--- config.mk ---
export PLATFORM = sky130hd
export DESIGN_NAME = uart_fractional_baud_divisor_top_flat
export DESIGN_NICKNAME = d
export VERILOG_FILES = /design/src/design/ufbd_pkg.sv /design/src/design/ufbd_if.sv /design/src/design/uart_fractional_baud_divisor_top.sv /design/src/design/ufbd_div.sv /design/src/flat_wrapper.sv
export SDC_FILE = /design/constraint.sdc
export NUM_CORES = 2
export LEC_CHECK = 0
export BUFFER_PORTS_ARGS = -buffer_cell sky130_fd_sc_hd__buf_2
export CELL_PAD_IN_SITES_DETAIL_PLACEMENT = 0
export CELL_PAD_IN_SITES_GLOBAL_PLACEMENT = 1
export CORE_ASPECT_RATIO = 0.9
export CORE_MARGIN = 2
export CORE_UTILIZATION = 42
export DETAILED_ROUTE_END_ITERATION = 10
export PLACE_DENSITY = 0.77
export SYNTH_ARGS = -nofsm -noshare
export SYNTH_HDL_FRONTEND = slang
export SYNTH_SLANG_ARGS = --single-unit
--- constraint.sdc ---
create_clock -name clk -period 18.8 [get_ports clk]
set_clock_uncertainty 0.15 [all_clocks]
set_input_delay 2.82 -clock clk [delete_from_list [all_inputs] [get_ports clk]]
set_output_delay 2.82 -clock clk [all_outputs]
set_load 0.005 [all_outputs]
--- src/design/ufbd_pkg.sv ---
// ----------------------------------------------------------------------------
// ufbd_pkg: shared types and constants for the fractional baud divisor
// Field widths, datapath widths, status codes and sequencer states.
// ----------------------------------------------------------------------------
package ufbd_pkg;

  // Item field widths
  localparam int CLK_W  = 26;
  localparam int BAUD_W = 24;
  localparam int DIVL_W = 16;
  localparam int MUL_W  = 4;
  localparam int ADD_W  = 4;
  localparam int STAT_W = 2;

  // Datapath widths
  localparam int D_W     = BAUD_W + 4;       // 16 * baud
  localparam int T_W     = 5;                // trial factor in tenths
  localparam int Q_W     = D_W + T_W;        // d * t
  localparam int L_W     = 22;               // trial divisor latch value
  localparam int DEN_W   = 27;               // d * l, below 10 * clock / 11
  localparam int N_W     = CLK_W;            // clock - d * l
  localparam int C10_W   = CLK_W + 4;        // 10 * clock
  localparam int CHK_W   = DEN_W + 5;        // den * 19
  localparam int NM_W    = N_W + MUL_W;      // n * m
  localparam int ERR_W   = DEN_W + ADD_W;    // |n * m - a * den|
  localparam int EPROD_W = ERR_W + MUL_W;    // error scaled by a multiplier
  localparam int DVD_W   = 31;               // divider dividend and quotient
  localparam int DVS_W   = 34;               // divider divisor and remainder

  // Trial factors in tenths
  localparam logic [T_W-1:0] T_FIRST = 5'd15;
  localparam logic [T_W-1:0] T_LOW   = 5'd11;
  localparam logic [T_W-1:0] T_HIGH  = 5'd19;
  localparam logic [3:0]     T_SCALE = 4'd10;

  typedef enum logic [STAT_W-1:0] {
    ST_OK      = 2'd0,
    ST_NO_FRAC = 2'd1,
    ST_RANGE   = 2'd2
  } status_t;

  typedef enum logic [3:0] {
    S_IDLE,
    S_EXACT,
    S_EXACT_W,
    S_TRY_MUL,
    S_TRY_DIV,
    S_TRY_W,
    S_TRY_DEN,
    S_TRY_CHK,
    S_FRAC_INIT,
    S_FRAC_DIV,
    S_FRAC_W,
    S_FRAC_ERR,
    S_FRAC_CMP,
    S_DONE
  } state_t;

endpackage

--- src/design/ufbd_if.sv ---
// ----------------------------------------------------------------------------
// ufbd_if: valid/ready channels of the fractional baud divisor
// Request channel (clock, baud) and result channel (divisor, fraction, status).
// ----------------------------------------------------------------------------
interface ufbd_in_if import ufbd_pkg::*; ();
  logic              valid;
  logic              ready;
  logic [CLK_W-1:0]  clock_hz;
  logic [BAUD_W-1:0] baud_rate;

  modport source (output valid, clock_hz, baud_rate, input ready);
  modport sink (input valid, clock_hz, baud_rate, output ready);
endinterface

interface ufbd_out_if import ufbd_pkg::*; ();
  logic              valid;
  logic              ready;
  logic [DIVL_W-1:0] divisor;
  logic [MUL_W-1:0]  mul_val;
  logic [ADD_W-1:0]  div_add_val;
  logic [STAT_W-1:0] status;

  modport source (output valid, divisor, mul_val, div_add_val, status, input ready);
  modport sink (input valid, divisor, mul_val, div_add_val, status, output ready);
endinterface

--- src/design/uart_fractional_baud_divisor_top.sv ---
// A zero baud rate is answered without any division; the longest search runs all ten
//   trial factors and every multiplier.
// Concurrency: one transfer in flight; the next one is taken once the result is in
//   the output register. Each division runs in the shared radix-2 divider.
// Reset: synchronous, active low; clears the sequencer, divider control and out valid.
// ----------------------------------------------------------------------------
// uart_fractional_baud_divisor_top: UART fractional baud divisor calculator
// Finds the 16-bit divisor latch value and the (mul, divadd) fraction pair
// for a peripheral clock and baud rate with exact integer arithmetic.
// ----------------------------------------------------------------------------
module uart_fractional_baud_divisor_top import ufbd_pkg::*; #(
  parameter int MAX_MUL = 15
) (
  input  logic   clk,
  input  logic   rst_n,
  ufbd_in_if.sink    in_ch,
  ufbd_out_if.source out_ch
);

  // --------------------------------------------------------------------------
  // Sequencer and working registers
  // --------------------------------------------------------------------------
  state_t            state_r, state_nxt;

  logic [CLK_W-1:0]  clk_r, clk_nxt;        // peripheral clock
  logic [D_W-1:0]    d_r, d_nxt;            // 16 * baud
  logic [T_W-1:0]    t_r, t_nxt;            // trial factor in tenths
  logic              first_r, first_nxt;    // first trial (factor 1.5) pending
  logic [Q_W-1:0]    q_r, q_nxt;            // d * t
  logic [L_W-1:0]    l_r, l_nxt;            // trial divisor latch value
  logic [DEN_W-1:0]  den_r, den_nxt;        // d * l
  logic [N_W-1:0]    n_r, n_nxt;            // clock - d * l
  logic [MUL_W-1:0]  m_r, m_nxt;            // current multiplier
  logic [ADD_W-1:0]  a_r, a_nxt;            // rounded add value for m
  logic [MUL_W-1:0]  bm_r, bm_nxt;          // best multiplier so far
  logic [ADD_W-1:0]  ba_r, ba_nxt;          // best add value so far
  logic [ERR_W-1:0]  best_err_r, best_err_nxt;
  logic [ERR_W-1:0]  cur_err_r, cur_err_nxt;

  // Result held until the output register is free
  logic [DIVL_W-1:0] res_div_r, res_div_nxt;
  logic [MUL_W-1:0]  res_mul_r, res_mul_nxt;
  logic [ADD_W-1:0]  res_add_r, res_add_nxt;
  status_t           res_st_r, res_st_nxt;

  // Output register
  logic              out_valid_r, out_valid_nxt;
  logic [DIVL_W-1:0] out_div_r, out_div_nxt;
  logic [MUL_W-1:0]  out_mul_r, out_mul_nxt;
  logic [ADD_W-1:0]  out_add_r, out_add_nxt;
  status_t           out_st_r, out_st_nxt;

  // Handshakes and divider port
  logic              in_ready;
  logic              in_xfer;
  logic              out_load;
  logic              div_start;
  logic [DVD_W-1:0]  div_dvd;
  logic [DVS_W-1:0]  div_dvs;
  logic              div_done;
  logic [DVD_W-1:0]  div_quo;
  logic [DVS_W-1:0]  div_rem;

  // Decision terms
  logic              exact_hit;
  logic              exact_bad;
  logic              clk_lt_d;
  logic [C10_W-1:0]  clk10;
  logic [CHK_W-1:0]  den11;
  logic [CHK_W-1:0]  den19;
  logic              try_fail;
  logic              l_big;
  logic              trials_out;
  logic [D_W+L_W-1:0] den_full;
  logic [NM_W-1:0]   nm;
  logic [ERR_W-1:0]  aden;
  logic [EPROD_W-1:0] e_new;
  logic [EPROD_W-1:0] e_old;
  logic              take_new;
  logic              frac_last;

  // --------------------------------------------------------------------------
  // Shared divider: every quotient of the search goes through it
  // --------------------------------------------------------------------------
  ufbd_div u_div (
    .clk       (clk),
    .rst_n     (rst_n),
    .start     (div_start),
    .dividend  (div_dvd),
    .divisor   (div_dvs),
    .done      (div_done),
    .quotient  (div_quo),
    .remainder (div_rem)
  );

  // --------------------------------------------------------------------------
  // Arithmetic around the divider
  // --------------------------------------------------------------------------
  always_comb begin
    exact_hit  = (div_rem == '0);
    // quotient zero (clock below 16 * baud) or too wide for the latch
    exact_bad  = (div_quo == '0) || (div_quo[DVD_W-1:DIVL_W] != '0);
    clk_lt_d   = ({2'b0, clk_r} < d_r);
    clk10      = C10_W'(clk_r) * C10_W'(T_SCALE);
    den11      = CHK_W'(den_r) * CHK_W'(T_LOW);
    den19      = CHK_W'(den_r) * CHK_W'(T_HIGH);
    // factor clock / den must lie within 1.1 .. 1.9
    try_fail   = (l_r == '0) || (CHK_W'(clk10) < den11) || (CHK_W'(clk10) > den19);
    l_big      = (l_r[L_W-1:DIVL_W] != '0);
    trials_out = !first_r && (t_r == T_HIGH);
    den_full   = d_r * l_r;
    nm         = NM_W'(n_r) * NM_W'(m_r);
    aden       = ERR_W'(a_r) * ERR_W'(den_r);
    e_new      = EPROD_W'(cur_err_r) * EPROD_W'(bm_r);
    e_old      = EPROD_W'(best_err_r) * EPROD_W'(m_r);
    take_new   = (e_new < e_old);
    frac_last  = (m_r == MUL_W'(MAX_MUL));
  end

  assign in_xfer  = in_ch.valid && in_ready;
  assign out_load = (state_r == S_DONE) && (!out_valid_r || out_ch.ready);

  // --------------------------------------------------------------------------
  // Next state
  // --------------------------------------------------------------------------
  always_comb begin
    state_nxt = state_r;
    unique case (state_r)
      S_IDLE: begin
        if (in_ch.valid) begin
          state_nxt = (in_ch.baud_rate == '0) ? S_DONE : S_EXACT;
        end
      end
      S_EXACT:     state_nxt = S_EXACT_W;
      S_EXACT_W: begin
        if (div_done) begin
          state_nxt = (exact_hit || clk_lt_d) ? S_DONE : S_TRY_MUL;
        end
      end
      S_TRY_MUL:   state_nxt = S_TRY_DIV;
      S_TRY_DIV:   state_nxt = S_TRY_W;
      S_TRY_W: begin
        if (div_done) begin
          state_nxt = S_TRY_DEN;
        end
      end
      S_TRY_DEN:   state_nxt = S_TRY_CHK;
      S_TRY_CHK: begin
        priority if (!try_fail) begin
          state_nxt = l_big ? S_DONE : S_FRAC_INIT;
        end else if (trials_out) begin
          state_nxt = S_DONE;
        end else begin
          state_nxt = S_TRY_MUL;
        end
      end
      S_FRAC_INIT: state_nxt = S_FRAC_DIV;
      S_FRAC_DIV:  state_nxt = S_FRAC_W;
      S_FRAC_W: begin
        if (div_done) begin
          state_nxt = S_FRAC_ERR;
        end
      end
      S_FRAC_ERR:  state_nxt = S_FRAC_CMP;
      S_FRAC_CMP:  state_nxt = frac_last ? S_DONE : S_FRAC_DIV;
      S_DONE: begin
        if (!out_valid_r || out_ch.ready) begin
          state_nxt = S_IDLE;
        end
      end
      default:     state_nxt = S_IDLE;
    endcase
  end

  // --------------------------------------------------------------------------
  // Sequencer outputs: handshake and divider operands
  // --------------------------------------------------------------------------
  always_comb begin
    in_ready  = 1'b0;
    div_start = 1'b0;
    div_dvd   = DVD_W'(clk_r);
    div_dvs   = DVS_W'(d_r);
    unique case (state_r)
      S_IDLE: in_ready = 1'b1;
      S_EXACT: begin
        // clock / (16 * baud): exact-multiple test
        div_start = 1'b1;
      end
      S_TRY_DIV: begin
        // 10 * clock / (16 * baud * t)
        div_start = 1'b1;
        div_dvd   = DVD_W'(clk10);
        div_dvs   = DVS_W'(q_r);
      end
      S_FRAC_DIV: begin
        // round half up: (2*n*m + den) / (2*den)
        div_start = 1'b1;
        div_dvd   = DVD_W'({nm, 1'b0}) + DVD_W'(den_r);
        div_dvs   = DVS_W'({den_r, 1'b0});
      end
      default: begin
        in_ready  = 1'b0;
        div_start = 1'b0;
      end
    endcase
  end

  // --------------------------------------------------------------------------
  // Datapath next values
  // --------------------------------------------------------------------------
  always_comb begin
    clk_nxt      = clk_r;
    d_nxt        = d_r;
    t_nxt        = t_r;
    first_nxt    = first_r;
    q_nxt        = q_r;
    l_nxt        = l_r;
    den_nxt      = den_r;
    n_nxt        = n_r;
    m_nxt        = m_r;
    a_nxt        = a_r;
    bm_nxt       = bm_r;
    ba_nxt       = ba_r;
    best_err_nxt = best_err_r;
    cur_err_nxt  = cur_err_r;
    res_div_nxt  = res_div_r;
    res_mul_nxt  = res_mul_r;
    res_add_nxt  = res_add_r;
    res_st_nxt   = res_st_r;

    unique case (state_r)
      S_IDLE: begin
        if (in_xfer) begin
          clk_nxt     = in_ch.clock_hz;
          d_nxt       = {in_ch.baud_rate, 4'b0000};
          t_nxt       = T_FIRST;
          first_nxt   = 1'b1;
          // preset the error result; the success paths overwrite it
          res_div_nxt = '0;
          res_mul_nxt = MUL_W'(1);
          res_add_nxt = '0;
          res_st_nxt  = ST_RANGE;
        end
      end
      S_EXACT_W: begin
        if (div_done && exact_hit && !exact_bad) begin
          res_div_nxt = div_quo[DIVL_W-1:0];
          res_st_nxt  = ST_OK;
        end
      end
      S_TRY_MUL: q_nxt = Q_W'(d_r) * Q_W'(t_r);
      S_TRY_W: begin
        if (div_done) begin
          l_nxt = div_quo[L_W-1:0];
        end
      end
      S_TRY_DEN: den_nxt = den_full[DEN_W-1:0];
      S_TRY_CHK: begin
        priority if (!try_fail) begin
          n_nxt        = N_W'(DEN_W'(clk_r) - den_r);
          best_err_nxt = ERR_W'(N_W'(DEN_W'(clk_r) - den_r));
          bm_nxt       = MUL_W'(1);
          ba_nxt       = '0;
          m_nxt        = MUL_W'(1);
        end else if (trials_out) begin
          res_st_nxt = ST_NO_FRAC;
        end else if (first_r) begin
          // 1.5 missed: sweep from 1.1 upward
          first_nxt = 1'b0;
          t_nxt     = T_LOW;
        end else begin
          t_nxt = t_r + T_W'(1);
        end
      end
      S_FRAC_W: begin
        if (div_done) begin
          a_nxt = div_quo[ADD_W-1:0];
        end
      end
      S_FRAC_ERR: begin
        cur_err_nxt = (ERR_W'(nm) > aden) ? (ERR_W'(nm) - aden) : (aden - ERR_W'(nm));
      end
      S_FRAC_CMP: begin
        // compare |r - a/m| against the best by cross-multiplying the errors
        if (take_new) begin
          bm_nxt       = m_r;
          ba_nxt       = a_r;
          best_err_nxt = cur_err_r;
        end
        if (frac_last) begin
          res_div_nxt = l_r[DIVL_W-1:0];
          res_mul_nxt = take_new ? m_r : bm_r;
          res_add_nxt = take_new ? a_r : ba_r;
          res_st_nxt  = ST_OK;
        end else begin
          m_nxt = m_r + MUL_W'(1);
        end
      end
      default: begin
        clk_nxt = clk_r;
      end
    endcase
  end

  // --------------------------------------------------------------------------
  // Output register: load from the held result, drop valid on transfer
  // --------------------------------------------------------------------------
  always_comb begin
    out_valid_nxt = out_valid_r;
    out_div_nxt   = out_div_r;
    out_mul_nxt   = out_mul_r;
    out_add_nxt   = out_add_r;
    out_st_nxt    = out_st_r;
    priority if (out_load) begin
      out_valid_nxt = 1'b1;
      out_div_nxt   = res_div_r;
      out_mul_nxt   = res_mul_r;
      out_add_nxt   = res_add_r;
      out_st_nxt    = res_st_r;
    end else if (out_ch.ready) begin
      out_valid_nxt = 1'b0;
    end
  end

  always_ff @(posedge clk) begin
    if (!rst_n) begin
      state_r     <= S_IDLE;
      out_valid_r <= 1'b0;
    end else begin
      state_r     <= state_nxt;
      out_valid_r <= out_valid_nxt;
    end
  end

  always_ff @(posedge clk) begin
    clk_r      <= clk_nxt;
    d_r        <= d_nxt;
    t_r        <= t_nxt;
    first_r    <= first_nxt;
    q_r        <= q_nxt;
    l_r        <= l_nxt;
    den_r      <= den_nxt;
    n_r        <= n_nxt;
    m_r        <= m_nxt;
    a_r        <= a_nxt;
    bm_r       <= bm_nxt;
    ba_r       <= ba_nxt;
    best_err_r <= best_err_nxt;
    cur_err_r  <= cur_err_nxt;
    res_div_r  <= res_div_nxt;
    res_mul_r  <= res_mul_nxt;
    res_add_r  <= res_add_nxt;
    res_st_r   <= res_st_nxt;
    out_div_r  <= out_div_nxt;
    out_mul_r  <= out_mul_nxt;
    out_add_r  <= out_add_nxt;
    out_st_r   <= out_st_nxt;
  end

  assign in_ch.ready        = in_ready;
  assign out_ch.valid       = out_valid_r;
  assign out_ch.divisor     = out_div_r;
  assign out_ch.mul_val     = out_mul_r;
  assign out_ch.div_add_val = out_add_r;
  assign out_ch.status      = out_st_r;

  // --------------------------------------------------------------------------
  // Assertions
  // --------------------------------------------------------------------------
  a_ok_fields: assert property (@(posedge clk) disable iff (!rst_n)
    (out_valid_r && (out_st_r == ST_OK)) |->
      (out_div_r != '0) && (out_mul_r != '0) && (out_add_r <= out_mul_r))
    else $error("ok result with an impossible divisor or fraction");

  a_err_fields: assert property (@(posedge clk) disable iff (!rst_n)
    (out_valid_r && (out_st_r != ST_OK)) |->
      (out_div_r == '0) && (out_mul_r == MUL_W'(1)) && (out_add_r == '0))
    else $error("error result without cleared fields");

  a_div_done_wait: assert property (@(posedge clk) disable iff (!rst_n)
    div_done |->
      ((state_r == S_EXACT_W) || (state_r == S_TRY_W) || (state_r == S_FRAC_W)))
    else $error("divider finished outside a wait state");

  a_trial_range: assert property (@(posedge clk) disable iff (!rst_n)
    (state_r == S_TRY_MUL) |-> (t_r >= T_LOW) && (t_r <= T_HIGH))
    else $error("trial factor outside 1.1 .. 1.9");

  a_add_bound: assert property (@(posedge clk) disable iff (!rst_n)
    (state_r == S_FRAC_CMP) |-> (a_r <= m_r) && (m_r != '0))
    else $error("rounded add value exceeds its multiplier");

endmodule

--- src/design/ufbd_div.sv ---
// ----------------------------------------------------------------------------
// ufbd_div: shared restoring divider
// One quotient bit per cycle; done pulses once quotient and remainder hold.
// ----------------------------------------------------------------------------
module ufbd_div import ufbd_pkg::*; (
  input  logic             clk,
  input  logic             rst_n,
  input  logic             start,
  input  logic [DVD_W-1:0] dividend,
  input  logic [DVS_W-1:0] divisor,
  output logic             done,
  output logic [DVD_W-1:0] quotient,
  output logic [DVS_W-1:0] remainder
);

  localparam int CNT_W = $clog2(DVD_W + 1);

  logic             busy_r, busy_nxt;
  logic             done_r, done_nxt;
  logic [CNT_W-1:0] cnt_r, cnt_nxt;
  logic [DVD_W-1:0] quo_r, quo_nxt;
  logic [DVS_W-1:0] rem_r, rem_nxt;
  logic [DVS_W-1:0] dvs_r, dvs_nxt;
  logic [DVS_W:0]   rem_sh;
  logic [DVS_W:0]   rem_sub;

  always_comb begin
    rem_sh   = {rem_r, quo_r[DVD_W-1]};
    rem_sub  = rem_sh - {1'b0, dvs_r};
    busy_nxt = busy_r;
    done_nxt = 1'b0;
    cnt_nxt  = cnt_r;
    quo_nxt  = quo_r;
    rem_nxt  = rem_r;
    dvs_nxt  = dvs_r;
    priority if (start) begin
      busy_nxt = 1'b1;
      cnt_nxt  = CNT_W'(DVD_W);
      quo_nxt  = dividend;
      rem_nxt  = '0;
      dvs_nxt  = divisor;
    end else if (busy_r) begin
      // restore when the trial subtraction borrows
      if (!rem_sub[DVS_W]) begin
        rem_nxt = rem_sub[DVS_W-1:0];
        quo_nxt = {quo_r[DVD_W-2:0], 1'b1};
      end else begin
        rem_nxt = rem_sh[DVS_W-1:0];
        quo_nxt = {quo_r[DVD_W-2:0], 1'b0};
      end
      cnt_nxt = cnt_r - CNT_W'(1);
      if (cnt_r == CNT_W'(1)) begin
        busy_nxt = 1'b0;
        done_nxt = 1'b1;
      end
    end
  end

  always_ff @(posedge clk) begin
    if (!rst_n) begin
      busy_r <= 1'b0;
      done_r <= 1'b0;
      cnt_r  <= '0;
    end else begin
      busy_r <= busy_nxt;
      done_r <= done_nxt;
      cnt_r  <= cnt_nxt;
    end
  end

  always_ff @(posedge clk) begin
    quo_r <= quo_nxt;
    rem_r <= rem_nxt;
    dvs_r <= dvs_nxt;
  end

  assign done      = done_r;
  assign quotient  = quo_r;
  assign remainder = rem_r;

endmodule
--- src/flat_wrapper.sv ---
// flat-port wrapper written by rule: the top's interface ports become plain ports
module uart_fractional_baud_divisor_top_flat import ufbd_pkg::*;
#(
  parameter int MAX_MUL = 15
)
  (clk, rst_n, in_ch_valid, in_ch_clock_hz, in_ch_baud_rate, in_ch_ready, out_ch_valid, out_ch_divisor, out_ch_mul_val, out_ch_div_add_val, out_ch_status, out_ch_ready);
  ufbd_in_if in_ch_i ();
  ufbd_out_if out_ch_i ();
  input  logic clk;
  input  logic rst_n;
  input wire logic [$bits(in_ch_i.valid)-1:0] in_ch_valid;
  input wire logic [$bits(in_ch_i.clock_hz)-1:0] in_ch_clock_hz;
  input wire logic [$bits(in_ch_i.baud_rate)-1:0] in_ch_baud_rate;
  output wire logic [$bits(in_ch_i.ready)-1:0] in_ch_ready;
  output wire logic [$bits(out_ch_i.valid)-1:0] out_ch_valid;
  output wire logic [$bits(out_ch_i.divisor)-1:0] out_ch_divisor;
  output wire logic [$bits(out_ch_i.mul_val)-1:0] out_ch_mul_val;
  output wire logic [$bits(out_ch_i.div_add_val)-1:0] out_ch_div_add_val;
  output wire logic [$bits(out_ch_i.status)-1:0] out_ch_status;
  input wire logic [$bits(out_ch_i.ready)-1:0] out_ch_ready;
  assign in_ch_i.valid = in_ch_valid;
  assign in_ch_i.clock_hz = in_ch_clock_hz;
  assign in_ch_i.baud_rate = in_ch_baud_rate;
  assign in_ch_ready = in_ch_i.ready;
  assign out_ch_valid = out_ch_i.valid;
  assign out_ch_divisor = out_ch_i.divisor;
  assign out_ch_mul_val = out_ch_i.mul_val;
  assign out_ch_div_add_val = out_ch_i.div_add_val;
  assign out_ch_status = out_ch_i.status;
  assign out_ch_i.ready = out_ch_ready;
  uart_fractional_baud_divisor_top #(.MAX_MUL(MAX_MUL)) u_core (.clk(clk), .rst_n(rst_n), .in_ch(in_ch_i), .out_ch(out_ch_i));
endmodule
==> flow_summary_export.csv <==
group,metric,value,unit
clock_tree,tritoncts_clock_tree,"built",
global_route,grt_pass1_vias,42146,
synth,synth.yosys.warnings,0,
detailed_routing,postRouteAntennaNets,0,
clock_tree,ctsResizeCount,0,
timing,max-slew-margin-rel,17.1,%
timing,rsz0062_at_grt,"false",
final_layout,final_layout_size_suffix_gt1_share,5.10,%
global_route,grt_max_degree,63,
detailed_routing,detailed_route_wire_length_per_cell,20.7,µm
setup_path,critical-path-top-delay-family,"compound AO/OA/AOI/OAI gates",
synth,syn_avg_cell_area,8.89,µm²
place,routabilityCongestion,0.933,
detailed_routing,dr.first_iter.drc_count,3482,
global_route,grt_overflow_total,0,
timing,final.min_clock_period,8500,ps
clock_tree,cts_sinks,392,
floorplanning,core-area,126000,µm²
timing,period_share,45.2,%
synth,synth-edff-count,346,
setup_path,crit_required,19040,ps
global_route,grt_pass1_wl,248,mm
synth,yosys_register_bits,392,
timing,slew_at_the_pin_closest_to_its_max_slew_limit,1230,ps
setup_path,critPathLaunchType,"register",
floorplanning,fp-row-count,124,
outcome,run_status,"finished clean",
synth,synth.top_cells.by_area,"sky130_fd_sc_hd__edfxtp_1 (19%), sky130_fd_sc_hd__fa_1 (19%), sky130_fd_sc_hd__ha_1 (15%)",
final_layout,num-nets-final,7209,
min_path,timing.hold.worst.class,"register to register",
final_layout,multiInputGateArea,37700,µm²
floorplanning,die_area,130000,µm²
clock_tree,holdBufCountCts,0,
synth,synthesis.nets,7193,
final_layout,areaGrowthSynthToFinish,7.74,%
place,instance_area_at_placement,55800,µm²
final_layout,postLayoutCellArea,57500,µm²
clock_tree,clock_tree.htree_level_count,2,
final_layout,fill_cells,12351,
synth,netlist.area_leader.share,19.5,%
clock_tree,cts_root_buf,"sky130_fd_sc_hd__clkbuf_16",
timing,fmaxAchievable,118,MHz
detailed_routing,drtPass1Iterations,6,
floorplanning,floorplan.io_pins,82,
clock_tree,cts_max_path_buffers,3,
clock_tree,number_of_buffers_created_by_cts,49,
place,place.detailed.hpwl,124,mm
job,drv_cap,0,
place,port_buffers,81,
clock_tree,clkLatencyLatePin,660,ps
setup_path,slowest_delay,1060,ps
clock_tree,post_cts.repair.setup_buffers,0,
detailed_routing,via_per_inst,5.47,
detailed_routing,dr_total_vias,42452,
setup_path,path_buf_inv,2,
timing,setup_viol_count_final,0,
setup_path,setup.worst_path.end_class,"register",
final_layout,seqCellArea,11300,µm²
synth,post_synthesis_instance_total,5996,
synth,synth-main-ff-cell,"sky130_fd_sc_hd__edfxtp_1",
global_route,grt_util_all_layers,24.6,%
setup_path,reg2reg_from,"u_core.m_r[3]",
synth,synth.lib_cells_used.distinct,87,
detailed_routing,postRouteWirelength,161,mm
clock_tree,clk_pin_slew_worst_paths,60,ps
detailed_routing,post-route-drc-count,0,
timing,timing_max_transition_violations_final,0,
synth,share_of_async_settable_or_async_resettable_flops_after_synthesis,0,%
min_path,hp-start,"u_core.res_add_r[2]",
setup_path,setup.worst_path.class,"register to register",
global_route,grt_antenna_before_repair,13,
timing,setup_total_negative_slack,0,ps
setup_path,worst-endpoint-arrival,8750,ps
synth,yosys.area.top_type,"sky130_fd_sc_hd__edfxtp_1",
floorplanning,height_of_the_chip,342,µm
setup_path,slowest_stage,"sky130_fd_sc_hd__edfxtp_1",
setup_path,critPathLaunch,"u_core.m_r[3]",
floorplanning,die_span_in_x,380,µm
timing,final-hold-violation-count,0,
setup_path,crit_fanout,33,
floorplanning,start_util,42.2,%
synth,synthesis.area,53300,µm²
synth,ys_seq_area_share,21.2,%
-- metrics by stage --
| stage | worst slack (ps) | utilization (%) | hold slack [ps] | cells |
|---|---|---|---|---|
| floorplan | 10090 | - | 250 | 5996 |
| global placement | 10330 | 44.1 | 255 | 7662 |
| detailed placement | 10320 | 44.1 | 255 | 7662 |
| CTS | 10300 | 45.4 | 269 | 7754 |
| global route | 9510 | 45.4 | 283 | 7754 |
| finish | 10300 | 45.4 | 268 | 7756 |
-- logic make-up after synthesis --
kind of cell / synth area share, %
simple gates: 15.9
compound gates: 13.9
flops: 21.2
fa+ha+maj: 34.0
buf+inv: 8.18
mux: 1.07
xor+xnor: 5.78
-- area by class of cell --
type,instances,share of cell area [%]
multi-input combinational,4451,65.7
sequential,392,19.7
inverter,956,6.25
tap,1701,3.70
clock buffer,63,2.30
timing repair buffer,162,1.76
clock inverter,29,0.610
antenna,2,0.00871
-- Yosys cell counts (30+ instances only) --
library cell and instances:
sky130_fd_sc_hd__nand3_1 55, sky130_fd_sc_hd__a21oi_1 352, sky130_fd_sc_hd__mux2i_1 41, sky130_fd_sc_hd__a21o_1 168, sky130_fd_sc_hd__o21bai_1 48, sky130_fd_sc_hd__a31oi_1 39, sky130_fd_sc_hd__and2_1 375, sky130_fd_sc_hd__nand2b_1 50
sky130_fd_sc_hd__xor2_1 128, sky130_fd_sc_hd__ha_1 634, sky130_fd_sc_hd__clkbuf_1 182, sky130_fd_sc_hd__dfxtp_1 46, sky130_fd_sc_hd__inv_1 955, sky130_fd_sc_hd__fa_1 509, sky130_fd_sc_hd__edfxtp_1 346, sky130_fd_sc_hd__nand2_1 694
sky130_fd_sc_hd__a22oi_1 34, sky130_fd_sc_hd__xnor2_1 222, sky130_fd_sc_hd__and3_1 43, sky130_fd_sc_hd__o21a_1 59, sky130_fd_sc_hd__nor4_1 35, sky130_fd_sc_hd__nand4_1 30, sky130_fd_sc_hd__nor2b_1 58, sky130_fd_sc_hd__nor3_1 67
sky130_fd_sc_hd__nor2_1 255, sky130_fd_sc_hd__o21ai_0 246
-- registers in the layout (all words and copies together), names as in the netlist, 5 cells and up --
name / cells
u_core.u_div.remainder: 34
u_core.best_err_r: 31
u_core.cur_err_r: 31
u_core.u_div.quotient: 31
u_core.q_r: 29
u_core.u_div.dvs_r: 29
u_core.clk_r: 26
u_core.n_r: 26
u_core.d_r: 24
u_core.den_r: 23
u_core.l_r: 22
u_core.out_ch.divisor: 16
u_core.res_div_r: 16
u_core.t_r: 5
u_core.u_div.cnt_r: 5
-- layer usage --
metal,vias to the layer above,GRT usage [%],wire (µm)
met2,1405,38.3,69300
met5,-,0,42
met4,6,6.69,4550
met1,20830,35.4,74800
met3,243,3.84,12100
li1,19968,-,-
-- layout by cell type, fill, tap and decap left out, drive strengths merged, types with 13 or more instances in the layout --
cell type / count
buf: 162
fa: 509
nand2: 694
inv: 964
nor3: 67
o21a: 59
ha: 634
o31ai: 17
a211oi: 27
xor2: 128
o211ai: 17
a21oi: 352
nand2b: 50
or2: 16
a211o: 16
o21bai: 48
o21ai: 249
a22oi: 34
edfxtp: 346
clkinv: 13
nor2b: 58
a31oi: 39
xnor2: 223
clkbuf: 63
and3: 43
or3: 24
a22o: 19
nor2: 256
mux2i: 41
nor4: 35
nand3: 55
a21o: 168
dfxtp: 46
and2: 375
nand4: 30
mux2: 14
-- path summary, 6_finish.rpt --
kind / slack [ps] / endpoint / depth (start not counted)
setup reg to reg: 10300 / u_core.cur_err_r[25] / 25
hold reg to reg: 270 / u_core.out_ch.div_add_val[2] / 0
setup / recovery: 10300 / u_core.cur_err_r[25] / 25
hold / removal: 270 / u_core.out_ch.div_add_val[2] / 0
Power is left out: the tool's default activity adds up to more than one toggle a clock period on the data nets, which glitch-free logic cannot reach.
